[src/rtl/assert_macros.svh]
// assertion helpers for the rtl folder
`ifndef ASSERT_MACROS_SVH
`define ASSERT_MACROS_SVH

`ifndef SYNTHESIS

// property checked on every rising edge outside reset
`define ASSERT_PROP(lbl, clk_sig, rst_sig, prop, msg) \
  lbl: assert property (@(posedge clk_sig) disable iff (rst_sig) (prop)) else $error(msg);

// condition that must never hold outside reset
`define ASSERT_NEVER(lbl, clk_sig, rst_sig, cond, msg) \
  lbl: assert property (@(posedge clk_sig) disable iff (rst_sig) !(cond)) else $error(msg);

`else

`define ASSERT_PROP(lbl, clk_sig, rst_sig, prop, msg)
`define ASSERT_NEVER(lbl, clk_sig, rst_sig, cond, msg)

`endif

`endif

[src/rtl/ptt_pkg.sv]
package ptt_pkg;

  // parse phases
  localparam logic [3:0] PH_LINE     = 4'd0;
  localparam logic [3:0] PH_COMMENT  = 4'd1;
  localparam logic [3:0] PH_KEY      = 4'd2;
  localparam logic [3:0] PH_KEY_GAP  = 4'd3;
  localparam logic [3:0] PH_VAL_GAP  = 4'd4;
  localparam logic [3:0] PH_VALUE    = 4'd5;
  localparam logic [3:0] PH_ESC      = 4'd6;
  localparam logic [3:0] PH_ESC_CR   = 4'd7;
  localparam logic [3:0] PH_CONT_GAP = 4'd8;
  localparam logic [3:0] PH_HEX      = 4'd9;

  // token kinds
  localparam logic [1:0] KIND_KEY   = 2'd0;
  localparam logic [1:0] KIND_VALUE = 2'd1;
  localparam logic [1:0] KIND_END   = 2'd2;
  localparam logic [1:0] KIND_BADU  = 2'd3;

  // characters
  localparam logic [7:0] CH_HASH  = 8'h23;
  localparam logic [7:0] CH_BANG  = 8'h21;
  localparam logic [7:0] CH_EQ    = 8'h3d;
  localparam logic [7:0] CH_COLON = 8'h3a;
  localparam logic [7:0] CH_BSL   = 8'h5c;
  localparam logic [7:0] CH_U     = 8'h75;
  localparam logic [7:0] CH_T     = 8'h74;
  localparam logic [7:0] CH_N     = 8'h6e;
  localparam logic [7:0] CH_R     = 8'h72;
  localparam logic [7:0] CH_SPACE = 8'h20;
  localparam logic [7:0] CH_TAB   = 8'h09;
  localparam logic [7:0] CH_LF    = 8'h0a;
  localparam logic [7:0] CH_CR    = 8'h0d;

  typedef struct packed {
    logic [3:0]  phase;
    logic [15:0] acc;
    logic [1:0]  cnt;
    logic        open;
  } ptt_state_t;

  typedef struct packed {
    logic        emit;
    logic [1:0]  kind;
    logic [15:0] code;
  } ptt_tok_t;

  // bit 4 set when the byte is a hex digit, low nibble its value
  function automatic logic [4:0] hex_digit(input logic [7:0] b);
    logic [4:0] r;
    r = '0;
    if (b inside {[8'h30:8'h39]}) begin
      r = {1'b1, b[3:0]};
    end else if (b inside {[8'h41:8'h46], [8'h61:8'h66]}) begin
      r = {1'b1, b[3:0] + 4'd9};
    end
    return r;
  endfunction

endpackage

[src/rtl/ptt_step.sv]
module ptt_step (
  input  logic [7:0]          text_byte,
  input  logic                end_of_text,
  input  ptt_pkg::ptt_state_t st,
  output ptt_pkg::ptt_state_t st_next,
  output ptt_pkg::ptt_tok_t   tok
);
  import ptt_pkg::*;

  logic        is_blank;
  logic        is_eol;
  logic        is_sep;
  logic        do_value;
  logic        do_close;
  logic [4:0]  hd;
  logic [15:0] acc_shift;

  assign is_blank  = (text_byte == CH_SPACE) || (text_byte == CH_TAB);
  assign is_eol    = (text_byte == CH_LF) || (text_byte == CH_CR);
  assign is_sep    = (text_byte == CH_EQ) || (text_byte == CH_COLON);
  assign hd        = hex_digit(text_byte);
  assign acc_shift = {st.acc[11:0], hd[3:0]};

  always_comb begin
    st_next  = st;
    tok      = '0;
    do_value = 1'b0;
    do_close = 1'b0;
    if (end_of_text) begin
      if (st.open) begin
        do_close = 1'b1;
      end else begin
        st_next = '0;
      end
    end else begin
      case (st.phase)
        PH_COMMENT: begin
          if (is_eol) st_next.phase = PH_LINE;
        end
        PH_KEY: begin
          if (is_sep) begin
            st_next.phase = PH_VAL_GAP;
          end else if (is_blank) begin
            st_next.phase = PH_KEY_GAP;
          end else if (is_eol) begin
            do_close = 1'b1;
          end else begin
            tok = '{emit: 1'b1, kind: KIND_KEY, code: {8'd0, text_byte}};
          end
        end
        PH_KEY_GAP: begin
          if (is_sep) begin
            st_next.phase = PH_VAL_GAP;
          end else if (!is_blank) begin
            do_value = 1'b1;
          end
        end
        PH_VAL_GAP, PH_CONT_GAP: begin
          if (!is_blank) do_value = 1'b1;
        end
        PH_VALUE: begin
          do_value = 1'b1;
        end
        PH_ESC: begin
          if (text_byte == CH_CR) begin
            st_next.phase = PH_ESC_CR;
          end else if (text_byte == CH_LF) begin
            st_next.phase = PH_CONT_GAP;
          end else if (text_byte == CH_U) begin
            st_next.phase = PH_HEX;
            st_next.acc   = '0;
            st_next.cnt   = '0;
          end else begin
            st_next.phase = PH_VALUE;
            tok.emit = 1'b1;
            tok.kind = KIND_VALUE;
            case (text_byte)
              CH_T:    tok.code = {8'd0, CH_TAB};
              CH_N:    tok.code = {8'd0, CH_LF};
              CH_R:    tok.code = {8'd0, CH_CR};
              default: tok.code = {8'd0, text_byte};
            endcase
          end
        end
        PH_ESC_CR: begin
          if ((text_byte == CH_LF) || is_blank) begin
            st_next.phase = PH_CONT_GAP;
          end else begin
            do_value = 1'b1;
          end
        end
        PH_HEX: begin
          if ((text_byte == CH_U) && (st.cnt == 2'd0)) begin
            st_next = st;
          end else if (is_eol) begin
            do_close = 1'b1;
          end else if (!hd[4]) begin
            // bad digit drops the escape and the byte
            st_next.phase = PH_VALUE;
            st_next.acc   = '0;
            st_next.cnt   = '0;
            tok.emit      = 1'b1;
            tok.kind      = KIND_BADU;
          end else if (st.cnt == 2'd3) begin
            st_next.phase = PH_VALUE;
            st_next.acc   = '0;
            st_next.cnt   = '0;
            tok = '{emit: 1'b1, kind: KIND_VALUE, code: acc_shift};
          end else begin
            st_next.acc = acc_shift;
            st_next.cnt = st.cnt + 2'd1;
          end
        end
        default: begin
          // line start; unused codes land here too
          st_next.phase = PH_LINE;
          if (is_eol || is_blank) begin
            st_next.phase = PH_LINE;
          end else if ((text_byte == CH_HASH) || (text_byte == CH_BANG)) begin
            st_next.phase = PH_COMMENT;
          end else begin
            st_next.open = 1'b1;
            if (is_sep) begin
              st_next.phase = PH_VAL_GAP;
            end else begin
              st_next.phase = PH_KEY;
              tok = '{emit: 1'b1, kind: KIND_KEY, code: {8'd0, text_byte}};
            end
          end
        end
      endcase

      if (do_value) begin
        if (is_eol) begin
          do_close = 1'b1;
        end else if (text_byte == CH_BSL) begin
          st_next.phase = PH_ESC;
        end else begin
          st_next.phase = PH_VALUE;
          tok = '{emit: 1'b1, kind: KIND_VALUE, code: {8'd0, text_byte}};
        end
      end
    end

    if (do_close) begin
      st_next = '0;
      tok = '{emit: 1'b1, kind: KIND_END, code: 16'd0};
    end
  end

endmodule

[src/rtl/properties_text_tokenizer.sv]
// a byte accepted into the input register shows its token from the output register
// throughput: one byte per cycle while the output register is empty or taken, as the parse step
// between the input register and the output register is combinational
// bytes that give no token still take one slot of the input register
// reset (rst, synchronous, active high) empties both registers and
// returns the parser to line start with no pair open
`include "assert_macros.svh"

module properties_text_tokenizer (
  input  logic        clk,
  input  logic        rst,
  input  logic        s_tvalid,
  output logic        s_tready,
  input  logic [7:0]  s_tdata,   // [7:0] text_byte
  input  logic        s_tlast,   // end_of_text
  output logic        m_tvalid,
  input  logic        m_tready,
  output logic [15:0] m_tdata,   // [15:0] char_code
  output logic [1:0]  m_tuser    // [1:0] token_kind
);
  import ptt_pkg::*;

  logic       in_valid;
  logic [7:0] in_byte;
  logic       in_last;
  logic       advance;

  ptt_state_t st;
  ptt_state_t st_next;
  ptt_tok_t   tok;

  logic        out_valid;
  logic [15:0] out_code;
  logic [1:0]  out_kind;

  assign advance  = in_valid && (!out_valid || m_tready);
  assign s_tready = !in_valid || advance;

  ptt_step u_step (
    .text_byte   (in_byte),
    .end_of_text (in_last),
    .st          (st),
    .st_next     (st_next),
    .tok         (tok)
  );

  always_ff @(posedge clk) begin
    if (rst) begin
      in_valid <= 1'b0;
    end else if (s_tready) begin
      in_valid <= s_tvalid;
    end
  end

  always_ff @(posedge clk) begin
    if (s_tready && s_tvalid) begin
      in_byte <= s_tdata;
      in_last <= s_tlast;
    end
  end

  always_ff @(posedge clk) begin
    if (rst) begin
      st <= '0;
    end else if (advance) begin
      st <= st_next;
    end
  end

  always_ff @(posedge clk) begin
    if (rst) begin
      out_valid <= 1'b0;
    end else if (advance) begin
      out_valid <= tok.emit;
    end else if (m_tready) begin
      out_valid <= 1'b0;
    end
  end

  always_ff @(posedge clk) begin
    if (advance && tok.emit) begin
      out_code <= tok.code;
      out_kind <= tok.kind;
    end
  end

  assign m_tvalid = out_valid;
  assign m_tdata  = out_code;
  assign m_tuser  = out_kind;

  // a pair is open exactly while the parser is inside a key or value
  `ASSERT_PROP(a_open_phase, clk, rst,
    st.open == ((st.phase != PH_LINE) && (st.phase != PH_COMMENT)), "pair flag out of step")
  `ASSERT_PROP(a_hex_count, clk, rst, (st.cnt != 2'd0) |-> (st.phase == PH_HEX),
    "hex digit count outside unicode escape")
  `ASSERT_NEVER(a_phase_range, clk, rst, st.phase > PH_HEX, "unused parse phase")
  `ASSERT_PROP(a_code_zero, clk, rst,
    (m_tvalid && ((m_tuser == KIND_END) || (m_tuser == KIND_BADU))) |-> (m_tdata == 16'd0),
    "pair end or bad escape with nonzero code")

endmodule
[config.mk]
export PLATFORM = sky130hd
export DESIGN_NAME = properties_text_tokenizer
export DESIGN_NICKNAME = d
export VERILOG_FILES = /design/src/rtl/ptt_pkg.sv /design/src/rtl/ptt_step.sv /design/src/rtl/properties_text_tokenizer.sv
export VERILOG_INCLUDE_DIRS = /design/src /design/src/rtl
export SDC_FILE = /design/constraint.sdc
export NUM_CORES = 1
export LEC_CHECK = 0
export ABC_AREA = 1
export BUFFER_PORTS_ARGS = -buffer_cell sky130_fd_sc_hd__buf_4
export CORE_MARGIN = 2
export CORE_UTILIZATION = 50
export CTS_CLUSTER_SIZE = 24
export DETAILED_ROUTE_END_ITERATION = 10
export HOLD_SLACK_MARGIN = 0.03
export PLACE_DENSITY_LB_ADDON = 0.2
export SYNTH_ARGS = -nofsm -noshare
export SYNTH_HDL_FRONTEND = slang
export SYNTH_SLANG_ARGS = --single-unit
[constraint.sdc]
create_clock -name clk -period 2.85 [get_ports clk]
set_clock_uncertainty 0.1 [all_clocks]
set_input_delay 0.7125 -clock clk [delete_from_list [all_inputs] [get_ports clk]]
set_output_delay 0.7125 -clock clk [all_outputs]
set_load 0.05 [all_outputs]
==> flow_summary.yaml <==
timing:
  worstMarginPinSlew_ns: 0.493
  setup_ws_ns: 0.148
  post-route-min-period_ns: 2.70
  setup_viol: 0
  fin_tns_setup_ns: 0
  maxSlewHeadroom_pct: 67.1
  fmax_ghz: 0.370
  finalHoldViolCount: 0
  slew_violations: 0
  min_period_over_period_pct: 94.8
die:
  die_width_um: 81.9
  core-area_um2: 5890
  ios: 33
  die_y_um: 81.9
  row_count: 28
  start_util_pct: 51.5
  dieArea_um2: 6700
worst_setup_path:
  critPathCaptureType: "flip-flop"
  critPathRequiredTime_ns: 2.77
  reg2regPathDepth: 14
  crit_arrival_ns: 2.62
  crit_path_start: "in_byte[0]$_DFFE_PP_"
  cp_max_fo: 18
  reg2reg_from: "in_byte[0]$_DFFE_PP_"
  startpoint_type: "flip-flop"
  worstSetupPathType: "reg2reg"
logic_synthesis:
  synth_area_um2: 3030
  ys_ff_latch: 48
  synthCells: 422
  syn_area_per_cell_um2: 7.18
  synth_warnings: 0
  ys_types: 34
  ys_seq_area_share_pct: 40.6
  syn_nets: 442
grt:
  grt_max_degree: 19
  grt_pass1_vias: 2734
  antenna_found_initial: 0
  grt_pass1_wl_mm: 12.6
  grt_remaining_overflow: 0
  grt_usage_pct: 24.5
placement:
  dp_hpwl_mm: 5.90
  place_inst: 528
  port_buffers: 32
  post_dp_cell_area_um2: 3390
  place.gp.congestion: 0.962
  place_ws_ns: 0.0883
run_status:
  status: "complete, no violations"
routing:
  drtIter0Drc: 208
  totalWireLength_mm: 7.67
  drc: 0
  highest_layer: "met4"
  via_count: 2973
  met2_wirelength_mm: 3.52
  route.met3.wl_um: 536
  drt_first_pass_iters: 6
  viasPerCell: 5.50
  wl_per_cell_um: 14.2
  wl_met1_mm: 3.37
  postRouteAntennaNets: 0
clocking:
  clkSlewWorstSetupHoldPaths_ns: 0.10
  clock_latency_ns: 0.31
  clkSinkCount: 48
  root_buffer: "clkbuf_8"
  clockBufferDepth: 2
  cts_tree: "built"
  cts_max_level: 2
  numCtsBuffers: 5
  cts_hold_repair.buffers: 0
finish:
  multiInputGateArea_um2: 1540
  area_growth_pct: 17.1
  final_core_util_pct: 60.3
  postLayoutCellArea_um2: 3550
  fillers: 560
  final_layout_size_suffix_gt1_share_pct: 22.7
  final_net_count: 485
  ff_latch_area_um2: 1230
  stdcell_count: 541
  antennaDiodeCount: 0
hold_path:
  hold_class: "reg2reg"
  hold_path_depth: 2
  min_from: "st[14]$_SDFFE_PP0P_"
pwr:
  irDropWorstVdd_mv: 0.316
  power_density_nw_per_um2: 451
  p_leak_nw: 1.59
run:
  maxCapViolCount: 0
-- power breakdown --
group	switching, W	internal, W	total, W
combinational	0.000191	0.0000999	0.000291
clock	0.000250	0.000265	0.000515
sequential	0.0000283	0.000765	0.000793
-- timing repair --
| item | 4_1_cts | 5_1_grt |
|---|---|---|
| resized for setup | 0 | 2 |
| endpoints found under the setup margin | 0 | 26 |
| setup buffers | 0 | 5 |
-- synth_stat cells --
master	n	area share [%]
nor3b_1	6	1.5
nand4_1	20	4.1
buf_1	2	0.25
o21ai_0	12	2.0
nor2_1	64	7.9
a31oi_1	4	0.83
o22ai_1	1	0.21
a32oi_1	1	0.29
o21ai_2	1	0.29
nor3_2	2	0.66
clkbuf_1	1	0.12
buf_2	4	0.66
ha_1	7	2.9
buf_6	1	0.37
nand2_1	106	13
a22oi_1	1	0.25
a21oi_1	19	3.1
o21ai_1	1	0.16
nand4_2	1	0.41
xor2_1	1	0.29
nand3_2	7	2.3
dfxtp_1	21	14
edfxtp_1	27	27
inv_1	35	4.3
or2_2	1	0.21
buf_4	2	0.50
nor2_2	4	0.83
nand2_2	11	2.3
nand3_1	25	4.1
nor3_1	9	1.5
a21oi_2	1	0.29
nor2_4	2	0.74
inv_2	21	2.6
nand3b_1	1	0.25
-- worst paths after layout --
path,slack [ns],to
worst max-delay path,0.15,m_tdata[4]$_SDFFCE_PN0P_
worst min-delay path,0.38,st[14]$_SDFFE_PP0P_
worst max register to register,0.15,m_tdata[4]$_SDFFCE_PN0P_
worst min register to register,0.38,st[14]$_SDFFE_PP0P_
-- registers in the layout, indices dropped and copies added, names as in the netlist --
register,cells
m_tdata,16
in_byte,8
st,19
in_valid,1
m_tuser,2
in_last,1
m_tvalid,1
-- worst max-delay path, cell delays in order, from the launching register on --
cell and delay, ns:
edfxtp_1 0.43, buf_4 0.17, ha_1 0.23, or2_2 0.30, nand3_1 0.14, nand2_1 0.06, nand3b_1 0.26, nand2_1 0.11
inv_1 0.06, nand3_1 0.08, nand2_1 0.05, nand2_1 0.06, nand2_1 0.07, inv_1 0.11, buf_12 0.16
-- layout make-up --
cell class	instances	share of cell area [%]
inverters	56	5.92
clock inverters	3	1.27
well taps	75	2.64
repair buffers	46	10.1
multi-input cells	308	43.5
clock buffers	5	1.94
flip-flops and latches	48	34.7
-- metal layers --
metal,GRT usage (%),up-vias
met5,0,-
met4,11.5,0
met3,5.05,32
met2,39.1,133
met1,31.7,1338
li1,-,1470
-- per-stage QoR --
step,hold slack [ns],power (W)
after floorplan,0.337,0.00100
after global placement,0.357,0.00109
after detailed placement,0.364,0.00109
after CTS,0.386,0.00159
after global routing,0.402,0.00166
final,0.382,0.00160
-- placed cells by master (no fill, tap or decap), drive strengths merged --
cell type  count
nand3b         1
ha             7
clkbuf         5
buf           46
nor3          11
bufinv         1
or2            1
a32oi          1
xor2           1
nor3b          6
inv           58
a31oi          4
edfxtp        27
a22oi          1
o21ai         14
o22ai          1
nand3         32
nor2          70
nand4         21
a21oi         20
dfxtp         21
nand2        117
-- logic make-up (layout without fill, tap and decap cells) --
kind of cell,after synthesis,count (layout),synth area share (%)
xor gates and xnor gates,1,1,0.289
adders and majority gates,7,7,2.89
and+or+nand+nor,259,259,40.0
AOI/OAI and AO/OA,41,41,7.43
DFF,48,48,40.6
buffers and inverters,66,110,8.83
No activity file was read; power rests on OpenSTA's default activity.
